### src/urf_pkg.sv
// Shared types and constants for the 8250 register file.
package urf_pkg;

    localparam logic [15:0] WINDOW_BASE_RESET = 16'd1016;
    localparam int unsigned DLAB_BIT          = 7;
    localparam logic [3:0]  IER_MASK          = 4'hF;
    localparam logic [7:0]  FCR_MASK          = 8'hCF;
    localparam logic [4:0]  MCR_MASK          = 5'h1B;
    localparam logic [7:0]  LSR_VALUE         = 8'h60;

    localparam logic [2:0] OFS_DATA = 3'd0;
    localparam logic [2:0] OFS_IER  = 3'd1;
    localparam logic [2:0] OFS_FCR  = 3'd2;
    localparam logic [2:0] OFS_LCR  = 3'd3;
    localparam logic [2:0] OFS_MCR  = 3'd4;
    localparam logic [2:0] OFS_LSR  = 3'd5;
    localparam logic [2:0] OFS_MSR  = 3'd6;
    localparam logic [2:0] OFS_SCR  = 3'd7;

    localparam logic FUNC_READ  = 1'b0;
    localparam logic FUNC_WRITE = 1'b1;

    typedef struct packed {
        logic        func;
        logic [15:0] port_address;
        logic [7:0]  write_data;
    } acc_t;

    typedef struct packed {
        logic [7:0] read_data;
        logic       tx_valid;
        logic [7:0] tx_byte;
        logic       access_error;
    } res_t;

    typedef struct packed {
        logic valid;
        logic advance;
    } stage_ctl_t;

endpackage

### src/urf_in_stage.sv
// Input register stage: holds one accepted bus access.
module urf_in_stage (
    input  logic              aclk,
    input  logic              aresetn,
    input  logic              s_valid,
    output logic              s_ready,
    input  urf_pkg::acc_t     acc_in,
    input  logic              advance,
    output logic              item_valid,
    output urf_pkg::acc_t     acc_out
);
    import urf_pkg::*;

    logic in_valid_reg;
    logic in_valid_next;
    acc_t acc_reg;

    assign s_ready       = !in_valid_reg || advance;
    assign in_valid_next = s_ready ? s_valid : in_valid_reg;

    always_ff @(posedge aclk) begin
        if (!aresetn) begin
            in_valid_reg <= 1'b0;
        end else begin
            in_valid_reg <= in_valid_next;
        end
    end

    always_ff @(posedge aclk) begin
        if (s_valid && s_ready) begin
            acc_reg <= acc_in;
        end
    end

    assign item_valid = in_valid_reg;
    assign acc_out    = acc_reg;

endmodule

### src/urf_regs.sv
// Register bank: window decode, register reads and writes, transmit detect.
module urf_regs (
    input  logic              aclk,
    input  logic              aresetn,
    input  logic              cfg_valid,
    input  logic [15:0]       cfg_window_base,
    input  urf_pkg::stage_ctl_t ctl,
    input  urf_pkg::acc_t     acc,
    output urf_pkg::res_t     res
);
    import urf_pkg::*;

    logic [15:0] window_base_reg;
    logic [15:0] divisor_reg;
    logic [15:0] divisor_next;
    logic [3:0]  ier_reg;
    logic [3:0]  ier_next;
    logic [7:0]  fcr_reg;
    logic [7:0]  fcr_next;
    logic [7:0]  lcr_reg;
    logic [7:0]  lcr_next;
    logic [4:0]  mcr_reg;
    logic [4:0]  mcr_next;

    logic [15:0] offset;
    logic [2:0]  ofs;
    logic        in_window;
    logic        dlab;
    logic        commit;
    logic [7:0]  rd_data;
    logic        tx_hit;

    assign offset    = acc.port_address - window_base_reg;
    assign ofs       = offset[2:0];
    assign in_window = (offset[15:3] == '0);
    assign dlab      = lcr_reg[DLAB_BIT];
    assign commit    = ctl.valid && ctl.advance;

    always_comb begin
        rd_data = 8'h00;
        unique case (ofs)
            OFS_DATA: rd_data = dlab ? divisor_reg[7:0] : 8'h00;
            OFS_IER:  rd_data = dlab ? divisor_reg[15:8] : {4'h0, ier_reg};
            OFS_LCR:  rd_data = lcr_reg;
            OFS_MCR:  rd_data = {3'b000, mcr_reg};
            OFS_LSR:  rd_data = LSR_VALUE;
            OFS_FCR, OFS_MSR, OFS_SCR: rd_data = 8'h00;
            default:  rd_data = 8'h00;
        endcase
    end

    always_comb begin
        divisor_next = divisor_reg;
        ier_next     = ier_reg;
        fcr_next     = fcr_reg;
        lcr_next     = lcr_reg;
        mcr_next     = mcr_reg;
        tx_hit       = 1'b0;
        if (in_window && acc.func == FUNC_WRITE) begin
            unique case (ofs)
                OFS_DATA: begin
                    if (dlab) begin
                        divisor_next = {divisor_reg[15:8], acc.write_data};
                    end else begin
                        tx_hit = 1'b1;
                    end
                end
                OFS_IER: begin
                    if (dlab) begin
                        divisor_next = {acc.write_data, divisor_reg[7:0]};
                    end else begin
                        ier_next = acc.write_data[3:0] & IER_MASK;
                    end
                end
                OFS_FCR: fcr_next = acc.write_data & FCR_MASK;
                OFS_LCR: lcr_next = acc.write_data;
                OFS_MCR: mcr_next = acc.write_data[4:0] & MCR_MASK;
                OFS_LSR, OFS_MSR, OFS_SCR: ;
                default: ;
            endcase
        end
    end

    always_ff @(posedge aclk) begin
        if (!aresetn) begin
            window_base_reg <= WINDOW_BASE_RESET;
            divisor_reg     <= '0;
            ier_reg         <= '0;
            fcr_reg         <= '0;
            lcr_reg         <= '0;
            mcr_reg         <= '0;
        end else begin
            if (cfg_valid) begin
                window_base_reg <= cfg_window_base;
            end
            if (commit) begin
                divisor_reg <= divisor_next;
                ier_reg     <= ier_next;
                fcr_reg     <= fcr_next;
                lcr_reg     <= lcr_next;
                mcr_reg     <= mcr_next;
            end
        end
    end

    always_comb begin
        res.access_error = !in_window;
        res.read_data    = (in_window && acc.func == FUNC_READ) ? rd_data : 8'h00;
        res.tx_valid     = tx_hit;
        res.tx_byte      = tx_hit ? acc.write_data : 8'h00;
    end

endmodule

### src/urf_out_stage.sv
// Result register stage: holds one finished word until it is taken.
module urf_out_stage (
    input  logic          aclk,
    input  logic          aresetn,
    input  logic          item_valid,
    input  urf_pkg::res_t res_in,
    output logic          advance,
    output logic          m_valid,
    input  logic          m_ready,
    output logic [7:0]    m_read_data,
    output logic          m_tx_valid,
    output logic [7:0]    m_tx_byte,
    output logic          m_access_error
);
    import urf_pkg::*;

    logic out_valid_reg;
    logic out_valid_next;
    res_t res_reg;

    assign advance        = !out_valid_reg || m_ready;
    assign out_valid_next = advance ? item_valid : out_valid_reg;

    always_ff @(posedge aclk) begin
        if (!aresetn) begin
            out_valid_reg <= 1'b0;
        end else begin
            out_valid_reg <= out_valid_next;
        end
    end

    always_ff @(posedge aclk) begin
        if (advance && item_valid) begin
            res_reg <= res_in;
        end
    end

    assign m_valid        = out_valid_reg;
    assign m_read_data    = res_reg.read_data;
    assign m_tx_valid     = res_reg.tx_valid;
    assign m_tx_byte      = res_reg.tx_byte;
    assign m_access_error = res_reg.access_error;

endmodule

### src/uart_8250_register_file.sv
// Top level of the 8250 register file: input stage, register bank, result stage.
//
//   channel  direction  handshake              word
//   s_       in         s_valid / s_ready      func, port_address, write_data
//   m_       out        m_valid / m_ready      read_data, tx_valid, tx_byte, access_error
//   cfg_     in         cfg_valid / cfg_ready  window_base
//
// One access per cycle sustained while m_ready is high; m_valid rises once an access
// has gone through the input register, then decode and update into the result register.
// Synchronous active-low reset empties both stages and clears the register bank;
// window base resets to 0x3F8.
// A stalled result holds; the input stage still takes one more word behind it.
module uart_8250_register_file (
    input  logic        aclk,
    input  logic        aresetn,
    input  logic        cfg_valid,
    output logic        cfg_ready,
    input  logic [15:0] cfg_window_base,
    input  logic        s_valid,
    output logic        s_ready,
    input  logic        s_func,
    input  logic [15:0] s_port_address,
    input  logic [7:0]  s_write_data,
    output logic        m_valid,
    input  logic        m_ready,
    output logic [7:0]  m_read_data,
    output logic        m_tx_valid,
    output logic [7:0]  m_tx_byte,
    output logic        m_access_error
);
    import urf_pkg::*;

    acc_t       acc_in;
    acc_t       acc_q;
    res_t       res;
    stage_ctl_t ctl;
    logic       item_valid;
    logic       advance;

    assign cfg_ready           = 1'b1;
    assign acc_in.func         = s_func;
    assign acc_in.port_address = s_port_address;
    assign acc_in.write_data   = s_write_data;
    assign ctl.valid           = item_valid;
    assign ctl.advance         = advance;

    urf_in_stage u_in (
        .aclk       (aclk),
        .aresetn    (aresetn),
        .s_valid    (s_valid),
        .s_ready    (s_ready),
        .acc_in     (acc_in),
        .advance    (advance),
        .item_valid (item_valid),
        .acc_out    (acc_q)
    );

    urf_regs u_regs (
        .aclk            (aclk),
        .aresetn         (aresetn),
        .cfg_valid       (cfg_valid),
        .cfg_window_base (cfg_window_base),
        .ctl             (ctl),
        .acc             (acc_q),
        .res             (res)
    );

    urf_out_stage u_out (
        .aclk           (aclk),
        .aresetn        (aresetn),
        .item_valid     (item_valid),
        .res_in         (res),
        .advance        (advance),
        .m_valid        (m_valid),
        .m_ready        (m_ready),
        .m_read_data    (m_read_data),
        .m_tx_valid     (m_tx_valid),
        .m_tx_byte      (m_tx_byte),
        .m_access_error (m_access_error)
    );

endmodule

### config.mk
export PLATFORM = sky130hd
export DESIGN_NAME = uart_8250_register_file
export DESIGN_NICKNAME = d
export VERILOG_FILES = /design/src/urf_pkg.sv /design/src/urf_in_stage.sv /design/src/urf_regs.sv /design/src/urf_out_stage.sv /design/src/uart_8250_register_file.sv
export SDC_FILE = /design/constraint.sdc
export NUM_CORES = 1
export LEC_CHECK = 0
export BUFFER_PORTS_ARGS = -buffer_cell sky130_fd_sc_hd__buf_2
export CORE_UTILIZATION = 55
export DETAILED_ROUTE_END_ITERATION = 6
export PLACE_DENSITY = 0.77
export SLEW_MARGIN = 30
export SYNTH_ARGS = -nofsm -noshare
export SYNTH_HDL_FRONTEND = slang
export SYNTH_SLANG_ARGS = --single-unit
export TNS_END_PERCENT = 100
### constraint.sdc
create_clock -name aclk -period 8.3 [get_ports aclk]
set_input_delay 1.66 -clock aclk [delete_from_list [all_inputs] [get_ports aclk]]
set_output_delay 1.66 -clock aclk [all_outputs]
set_load 0.01 [all_outputs]
; Word-level counts from Yosys, hierarchy flattened
; Cells that the tools add are included.
[op_classes]
n_reduce_logical = 17
add_sub_neg = 1
eq_ne = 7
muxes = 9
bitwise = 4
[ops]
columns = operator, n
row1 = $pmux 8 s6, 1
row2 = $pmux 16 s2, 1
row3 = $mux 8, 3
row4 = $mux 16, 1
row5 = $sub 16x16->16, 1
row6 = $logic_not 13->1, 1
row7 = $eq 3x3->1 const B, 4
row8 = $reduce_and 5->1, 2
row9 = $eq 3x2->1 const B, 2
row10 = $reduce_and 3->1, 2
row11 = $logic_and 1x1->1, 4
row12 = $not 1->1, 4
row13 = $reduce_and 4->1, 1
row14 = $eq 3x1->1 const B, 1
row15 = $logic_not 1->1, 3
row16 = $logic_not 3->1, 1
row17 = $mux 1, 3
row18 = $reduce_or 3->1, 1
row19 = $logic_or 1x1->1, 2
[word_totals]
out_inout_bits = 21
inputBits = 46
reg_bits = 93
word_cells = 53

; Logic depth before layout (Yosys ltp)
; Gate-level depths: netlist of run 1.
[depth]
ltp_word = 4
ltp_mapped = 12

; Modules after synthesis
; A second synthesis of run 1 with hierarchy kept.
[hier_totals]
hier_cells = 451
hier_area_um2 = 4690.7
[by_module_without_submodules]
columns = module, area_each_um2, cells_each, n_inst
row1 = urf_regs, 3273.1, 396, 1
row2 = urf_in_stage, 808.3, 30, 1
row3 = urf_out_stage, 598.1, 23, 1
row4 = uart_8250_register_file, 11.3, 2, 1

; Worst setup path before layout of run 1
; No wires, ideal clock.
[synth_path]
kind = input-to-reg
start = input port m_ready
end = register u_regs.ier_reg[0]
arrival_time_ns = 3.853
t_required_ns = 8.170
stages = 6
setup_slack_ns = 4.318
path_cell_list = nor2b_1 > nor2b_1 > nand2_1 > or3_1 > o41ai_1 > a21oi_1
[synth_between]
elab_chain_len = 3
[synth_rtl]
columns = element, line
row1 = start: declaration, uart_8250_register_file.sv:25  ; input logic m_ready,
row2 = $logic_or 1x1->1, urf_out_stage.sv:21  ; assign advance = !out_valid_reg || m_ready;
row3 = $logic_and 1x1->1, urf_regs.sv:37  ; assign commit = ctl.valid && ctl.advance;
row4 = named net u_regs.commit, urf_regs.sv:29  ; logic commit;
row5 = $reduce_and 4->1 (no source line), -
row6 = end signal: assignment, urf_regs.sv:98  ; ier_reg <= ier_next;
row7 = end: declaration, urf_regs.sv:16  ; logic [3:0] ier_reg;
; The timed path passes the listed nets, and every way through them passes these cells.
; A chain may end at the register's enable or synchronous reset.

; Worst setup path in the final report of run 1
[layout_path]
start = register u_in.acc_reg, in the netlist u_in.acc_out[8]
end = register u_out.res_reg, in the netlist u_out.m_read_data[1], data pin
[layout_between]
elab_chain_len = 4
[layout_rtl]
columns = element, line
row1 = start: declaration, urf_in_stage.sv:16  ; acc_t acc_reg;
row2 = start signal: assignment, urf_in_stage.sv:31  ; acc_reg <= acc_in;
row3 = $sub 16x16->16 (*), urf_regs.sv:33  ; assign offset = acc.port_address - window_base_reg;
row4 = $eq 3x3->1 / $eq 3x2->1 (equally long branches), -
row5 = $reduce_or 3->1, urf_regs.sv:41  ; unique case (ofs)
row6 = $pmux 8 s6, urf_regs.sv:41
row7 = end signal: assignment, urf_out_stage.sv:34  ; res_reg <= res_in;
row8 = end: declaration, urf_out_stage.sv:19  ; res_t res_reg;
; Every way passes the cells marked *; elsewhere a longest branch is shown, timed or not.

==> results.sh, run 1 <==
export IMPL_swShare=0.297
export IMPL_setup_ws_ns=4.34
export IMPL_setup_viol=0
export IMPL_wl_met2_um=4840
export IMPL_postCtsHoldBufs=0
export IMPL_critPathLaunchType="flop"
export IMPL_seqPwrFrac=0.528
export IMPL_die_area_um2=9230
export IMPL_cap_viol_max_count=0
export IMPL_power_mw=0.958
export IMPL_p_leak_nw=2.15
export IMPL_wl_um=10900
export IMPL_postSynthCellCount=483
export IMPL_synth_top_family_by_area="simple AND/OR/NAND/NOR gates"
export IMPL_arrival_ns=4.14
export IMPL_highest_layer="met4"
export IMPL_holdCritPathClass="reg -> reg"
export IMPL_cts_root_buf="clkbuf_8"
export IMPL_period_share=0.477
export IMPL_wl_met1_um=5020
export IMPL_crit_type="reg -> reg"
export IMPL_layout_drive_gt1_share=0.187
export IMPL_synthMuxAreaShare=0.0863
export IMPL_ir_drop_mv=0.102
export IMPL_cts_tree="yes"
export IMPL_synth_compound_area_frac=0.152
export IMPL_clk_latency_ns=0.37
export IMPL_p_comb_frac=0.177
export IMPL_yosys_area_share_simple=0.186
export IMPL_slew_violations=0
export IMPL_yosysUniqueCellTypes=64
export IMPL_dp_hpwl_um=7850
export IMPL_grt_use_total=0.250
export IMPL_rows=33
export IMPL_synth_edff_count=43
export IMPL_worst_pin_slew_ns=0.917
export IMPL_grt_max_degree=53
export IMPL_die_h_um=96.1
export IMPL_synth_ff_type="dfxtp_1"
export IMPL_powerDensity_nw_per_um2=179
export IMPL_floorplan_initialDensity=0.581
export IMPL_intPower_mw=0.673
export IMPL_nets=598
export IMPL_drtIter0Drc=347
export IMPL_synth_xor_area_frac=0.00899
export IMPL_ys_seq_elements=93
export IMPL_status="finished clean"
export IMPL_ys_seq_area_frac=0.471
export IMPL_clk_pin_slew_ns=0.10
export IMPL_grt_pass1_vias=3602
export IMPL_num_io_pins=67
export IMPL_cts_setup_buffers=0
export IMPL_placed_cells=630
export IMPL_synth_fa_ha_area_frac=0.0427
export IMPL_htreeDepth=3
export IMPL_syn_nets=545
export IMPL_avgSynthCellArea_um2=10.1
export IMPL_layout_min_cycle_time_ns=3.96
export IMPL_antenna_left=0
export IMPL_overflow=0
export IMPL_synth_area_um2=4870
export IMPL_ys_warn_count=0
export IMPL_slew_headroom=0.389
export IMPL_power_switching_mw=0.284
export IMPL_async_reset_ff_frac=0
export IMPL_cts_sinks=93
export IMPL_wl_met3_um=904
export IMPL_post_place_ws_ns=4.41
export IMPL_post_drt_wl_per_cell_um=16.9
export IMPL_numCtsBuffers=9
export IMPL_ctsResizeCount=0
export IMPL_grt_pass1_wl_um=17200
export IMPL_area_growth_pct=9.82
export IMPL_tns_ns=0
export IMPL_pwr_share_clk=0.295
export IMPL_vias_per_cell=6.02
export IMPL_grt_setup_unrepaired="false"
export IMPL_cp_end_kind="flop"
export IMPL_largest_register_ffs=25
export IMPL_num_vias=3886
export IMPL_finClkSkew_ns=0.0152
export IMPL_fmaxAchievable_mhz=253
export IMPL_timing_critical_path_required_ns=8.49
export IMPL_gp_congestion=0.847
export IMPL_layoutNonFillerInstCount=646
export IMPL_hold_viol=0
export IMPL_crit_fanout=7
export IMPL_core_um2=8380
export IMPL_firstDrtPassIters=5
export IMPL_antennaDiodeCount=0
export IMPL_grt_antenna_before_repair=0
export IMPL_portBuffers=65
export IMPL_clock_path_buffers=2
export IMPL_drc=0
export IMPL_die_w_um=96.1
## power groups by stage
stage / Sequential [mW] / Clock, mW / Combinational, mW
3_3_place_gp: 0.515 / 0 / 0.164
6_report: 0.505 / 0.282 / 0.170
4_1_cts: 0.505 / 0.289 / 0.167
5_1_grt: 0.507 / 0.305 / 0.187
2_1_floorplan: 0.515 / 0 / 0.127
3_5_place_dp: 0.516 / 0 / 0.166
## worst max-delay path: stages (launching register included)
cell and delay (ns):
edfxtp_1 0.35, inv_1 0.05, ha_1 0.22, fa_1 0.45, nand2b_2 0.24, a21o_4 0.24
a211o_2 0.36, mux2i_1 0.13, nor4b_1 0.36, nand4_1 0.35, nor3_1 0.71, a21boi_0 0.31
## cell usage in the layout, fill, tap and decap left out, types with 3 or more instances in the layout
master / count
nor3_1: 7
ha_1: 15
nor2b_1: 8
buf_2: 65
a21o_1: 4
o21a_1: 6
or3_1: 3
a211o_1: 3
inv_6: 4
o211ai_1: 12
mux2i_1: 42
and2_1: 14
and4_1: 3
nand4_1: 8
a21oi_1: 21
nor3_2: 3
xnor2_1: 3
a21boi_0: 4
nor4_1: 3
nand3_1: 17
clkbuf_8: 9
a31oi_1: 3
a22oi_1: 6
a211o_2: 3
o21ai_0: 12
o41ai_1: 6
edfxtp_1: 43
dfxtp_1: 50
nor2_1: 29
a211oi_1: 4
or2_2: 4
nand2_1: 63
inv_1: 24
## through the flow
step	hold slack [ns]	cell area (um^2)	util
floorplan	0.434	4870	-
global placement	0.444	5170	0.617
detailed placement	0.453	5170	0.617
CTS	0.466	5350	0.638
global route	0.483	5350	0.638
finish	0.467	5350	0.638
## final timing paths
check,start,to,slack (ns),cells past startpoint
min reg2reg,u_regs.divisor_reg[10]$_SDFFE_PN0P_,u_regs.divisor_reg[10]$_SDFFE_PN0P_,0.47,2
max,u_in.acc_out[8]$_DFFE_PP_,u_out.m_read_data[1]$_SDFFCE_PN0P_,4.34,11
min,u_regs.divisor_reg[10]$_SDFFE_PN0P_,u_regs.divisor_reg[10]$_SDFFE_PN0P_,0.47,2
max reg2reg,u_in.acc_out[8]$_DFFE_PP_,u_out.m_read_data[1]$_SDFFCE_PN0P_,4.34,11
## routing by layer
metal	up-vias	GRT usage
li1	1863	-
met4	0	0.0721
met3	18	0.0513
met2	179	0.393
met1	1826	0.348
met5	-	0
## cell families after synthesis
group,Yosys count
compound gates,100
other cells,1
xor+xnor,5
mux,42
fa+ha+maj,16
buf+inv,49
simple gates,177
flops,93
## synth_stat cells (6+ instances only)
cell | instances | area share
nand4_1 | 8 | 0.010
nand2_1 | 63 | 0.049
and2_1 | 14 | 0.018
o21a_1 | 6 | 0.0092
nor2b_1 | 8 | 0.010
nor3_1 | 7 | 0.0072
mux2i_1 | 42 | 0.086
nor2_1 | 29 | 0.022
o41ai_1 | 6 | 0.011
a21oi_1 | 21 | 0.022
o21ai_0 | 12 | 0.012
o211ai_1 | 12 | 0.019
dfxtp_1 | 50 | 0.21
inv_1 | 24 | 0.019
ha_1 | 15 | 0.039
edfxtp_1 | 43 | 0.27
nand3_1 | 17 | 0.017
a22oi_1 | 6 | 0.0092
clkbuf_1 | 13 | 0.010
## layout make-up
cell class              count  area [um^2]
multi-input cells         341         2320
clock buffers              11          131
repair buffers             67          340
well taps                 105          131
inverters                  24         90.1
clock inverters             5         43.8
flip-flops and latches     93         2290
fillers                   687         3030
(Power assumes the default switching activity.)
==> inputs of run 2 (changes only) <==
Settings changed: ABC_AREA from default to 1.
Clock period 8.3 ns to 3.7 ns, I/O delays scaled along.
==> run 2 against run 1 <==
Compared with the run above: critical path depth is 7 higher; register-to-register slack got worse by 3.6 ns; power rose by 130%; worst hold slack is essentially flat; design area increased by 0.66%; synthesized cell count rose by 32%; sequential share of layout area is 0.28 points lower; utilization up 1.1 points; critical endpoint is now u_regs.lcr_reg[6]$_SDFFE_PN0P_; synthesized area fell by 2.3%; maximum frequency rose by 32%; cell count grew 26%.
==> results.sh, run 2 <==
export IMPL_period_share=0.809
export IMPL_numCtsBuffers=9
export IMPL_cts_sinks=93
export IMPL_cts_root_buf="clkbuf_8"
export IMPL_holdCritStartpoint="u_regs.window_base_reg[13]$_SDFFE_PN0P_"
export IMPL_synth_compound_area_frac=0.0749
export IMPL_ys_seq_elements=93
export IMPL_clock_path_buffers=2
export IMPL_final_common_cell="nand2_1"
export IMPL_pwr_share_clk=0.343
export IMPL_ir_drop_mv=0.240
export IMPL_p_comb_frac=0.146
export IMPL_fmaxAchievable_mhz=334
export IMPL_floorplan_initialDensity=0.573
export IMPL_powerDensity_nw_per_um2=412
export IMPL_worst_pin_slew_ns=0.559
export IMPL_grt_max_degree=43
export IMPL_post_drt_wl_per_cell_um=13.1
export IMPL_portBuffers=65
export IMPL_synth_edff_count=43
export IMPL_largest_register_ffs=25
export IMPL_cts_tree="yes"
export IMPL_synthTopCellsByArea="edfxtp_1 (27%), dfxtp_1 (21%), nand2_1 (13%)"
export IMPL_hold_viol=0
export IMPL_nets=764
export IMPL_final_core_util=0.649
export IMPL_ctsResizeCount=0
export IMPL_worstSetupStartpoint="u_in.acc_out[8]$_DFFE_PP_"
export IMPL_postSynthCellCount=636
export IMPL_holdCritPathClass="reg -> reg"
export IMPL_holdPathStages=2
export IMPL_yosys_area_share_simple=0.286
export IMPL_status="finished clean"
export IMPL_power_switching_mw=0.606
export IMPL_swShare=0.274
export IMPL_die_h_um=95.0
export IMPL_layout_min_cycle_time_ns=2.99
export IMPL_power_mw=2.22
export IMPL_yosysUniqueCellTypes=37
export IMPL_timing_critical_path_required_ns=4.00
export IMPL_gp_congestion=0.899
export IMPL_cp_end_kind="flop"
export IMPL_drc=0
export IMPL_cap_viol_max_count=0
export IMPL_clk_latency_ns=0.36
export IMPL_grt_pass1_wl_um=17100
export IMPL_cts_setup_buffers=0
export IMPL_setup_viol=0
export IMPL_avgSynthCellArea_um2=7.48
export IMPL_finClkSkew_ns=0.0107
export IMPL_p_leak_nw=2.71
export IMPL_crit_fanout=16
export IMPL_synth_ff_type="dfxtp_1"
export IMPL_synth_xor_area_frac=0.00184
export IMPL_grt_pass1_vias=3617
export IMPL_crit_chain="inv_1, ha_1, fa_1, inv_1, nand2_1, nand2_2, nand3_2, nand2_1, nand2_1, nand3_1, nand3_1, nor2_1, nand3_1, nor2_4, nand4_2, nand2_1, nand2_1, nor2_1"
export IMPL_firstDrtPassIters=5
export IMPL_postCtsHoldBufs=0
export IMPL_tns_ns=0
export IMPL_synth_area_um2=4760
export IMPL_crit_type="reg -> reg"
export IMPL_yosysTopAreaCell="edfxtp_1"
export IMPL_core_um2=8300
export IMPL_critPathSlowestCell="nand4_2"
export IMPL_antennaDiodeCount=0
export IMPL_slew_violations=0
export IMPL_slew_headroom=0.627
export IMPL_arrival_ns=3.30
export IMPL_post_place_ws_ns=0.782
export IMPL_syn_nets=698
export IMPL_synth_top_cell_area_share=0.271
export IMPL_die_w_um=95.0
export IMPL_critPathLaunchType="flop"
export IMPL_area_growth_pct=13.1
export IMPL_setup_ws_ns=0.708
export IMPL_layout_drive_gt1_share=0.133
export IMPL_synth_top_family_by_area="simple AND/OR/NAND/NOR gates"
export IMPL_ys_warn_count=0
export IMPL_overflow=0
export IMPL_synth_most_common_cell="nand2_1"
export IMPL_reg2reg_from="u_in.acc_out[8]$_DFFE_PP_"
export IMPL_dp_hpwl_um=7720
export IMPL_synth_fa_ha_area_frac=0.0436
export IMPL_num_vias=4131
export IMPL_die_area_um2=9030
export IMPL_vias_per_cell=5.09
export IMPL_synthMuxAreaShare=0
export IMPL_wl_um=10600
export IMPL_seqPwrFrac=0.512
export IMPL_layout_common_cells="nand2_1 (169), inv_1 (116), nor2_1 (104)"
export IMPL_placed_cells=796
export IMPL_clk_pin_slew_ns=0.10
export IMPL_async_reset_ff_frac=0
export IMPL_rows=33
export IMPL_grt_use_total=0.250
export IMPL_grt_setup_unrepaired="false"
export IMPL_reg2reg_depth=18
export IMPL_ys_seq_area_frac=0.482
export IMPL_htreeDepth=3
export IMPL_layoutNonFillerInstCount=812
export IMPL_synth_common_cells="nand2_1 (169), inv_1 (117), nor2_1 (104), dfxtp_1 (50), edfxtp_1 (43)"
export IMPL_num_io_pins=67
export IMPL_intPower_mw=1.61
export IMPL_cpMostUsedCell="nand2_1"
export IMPL_antenna_left=0
export IMPL_critPathMaxStageDelay_ns=0.39
export IMPL_drtIter0Drc=395
export IMPL_grt_antenna_before_repair=0
## run 2: cell types whose count changed in the layout (fill, tap and decap cells not counted), sizes merged, moves of 7 or more
cell,change
nand2,+107
inv,+92
nor2,+77
mux2i,-42
and2,-13
nand3,+11
o211ai,-10
nor2b,-8
o21ai,+8
a21oi,+7
## run 2: worst paths after layout
check	endpoint	slack, ns
max	u_regs.lcr_reg[6]$_SDFFE_PN0P_	0.71
min	u_regs.window_base_reg[13]$_SDFFE_PN0P_	0.47
max reg2reg	u_regs.lcr_reg[6]$_SDFFE_PN0P_	0.71
min reg2reg	u_regs.window_base_reg[13]$_SDFFE_PN0P_	0.47
## run 2: power groups by stage
stage,Combinational [mW],Sequential (mW),Clock [mW]
detailed placement,0.317,1.16,0
CTS,0.319,1.13,0.774
floorplan,0.225,1.15,0
finish,0.323,1.13,0.760
global placement,0.310,1.16,0
global route,0.367,1.14,0.807
## run 2: final cells by class
class | count | area, um^2
fill | 729 | 2920
tap | 105 | 131
sequential | 93 | 2290
clock inverter | 6 | 93.8
inverter | 121 | 454
timing repair buffer | 68 | 348
multi-input combinational | 409 | 1940
clock buffer | 10 | 128
## run 2: metrics by stage
| stage | cell area [um^2] | hold slack (ns) |
|---|---|---|
| 2_1_floorplan | 4760 | 0.437 |
| 3_3_place_gp | 5160 | 0.450 |
| 3_5_place_dp | 5160 | 0.454 |
| 4_1_cts | 5380 | 0.469 |
| 5_1_grt | 5380 | 0.505 |
| 6_report | 5380 | 0.467 |
## run 2: kinds of logic (layout without fill, tap and decap cells)
family / count (synthesis) / count (layout)
compound gates: 63 / 63
fa+ha+maj: 16 / 16
xor+xnor: 1 / 1
flops: 93 / 93
other cells: 1 / 1
simple gates: 328 / 328
buf+inv: 134 / 205
## run 2: critical path: cells and delay by family (launching register included)
family                     cells  cell delay (ns)
adders and majority gates      2             0.58
DFF                            1             0.33
and+or+nand+nor               14             1.90
buffers and inverters          2             0.11
## run 2: per-layer routing
layer,track usage,vias to the layer above,share of wire
met5,0,-,0
met4,0.0795,0,0.013
met3,0.0415,12,0.077
met2,0.381,190,0.42
met1,0.362,1802,0.49
li1,-,2127,-
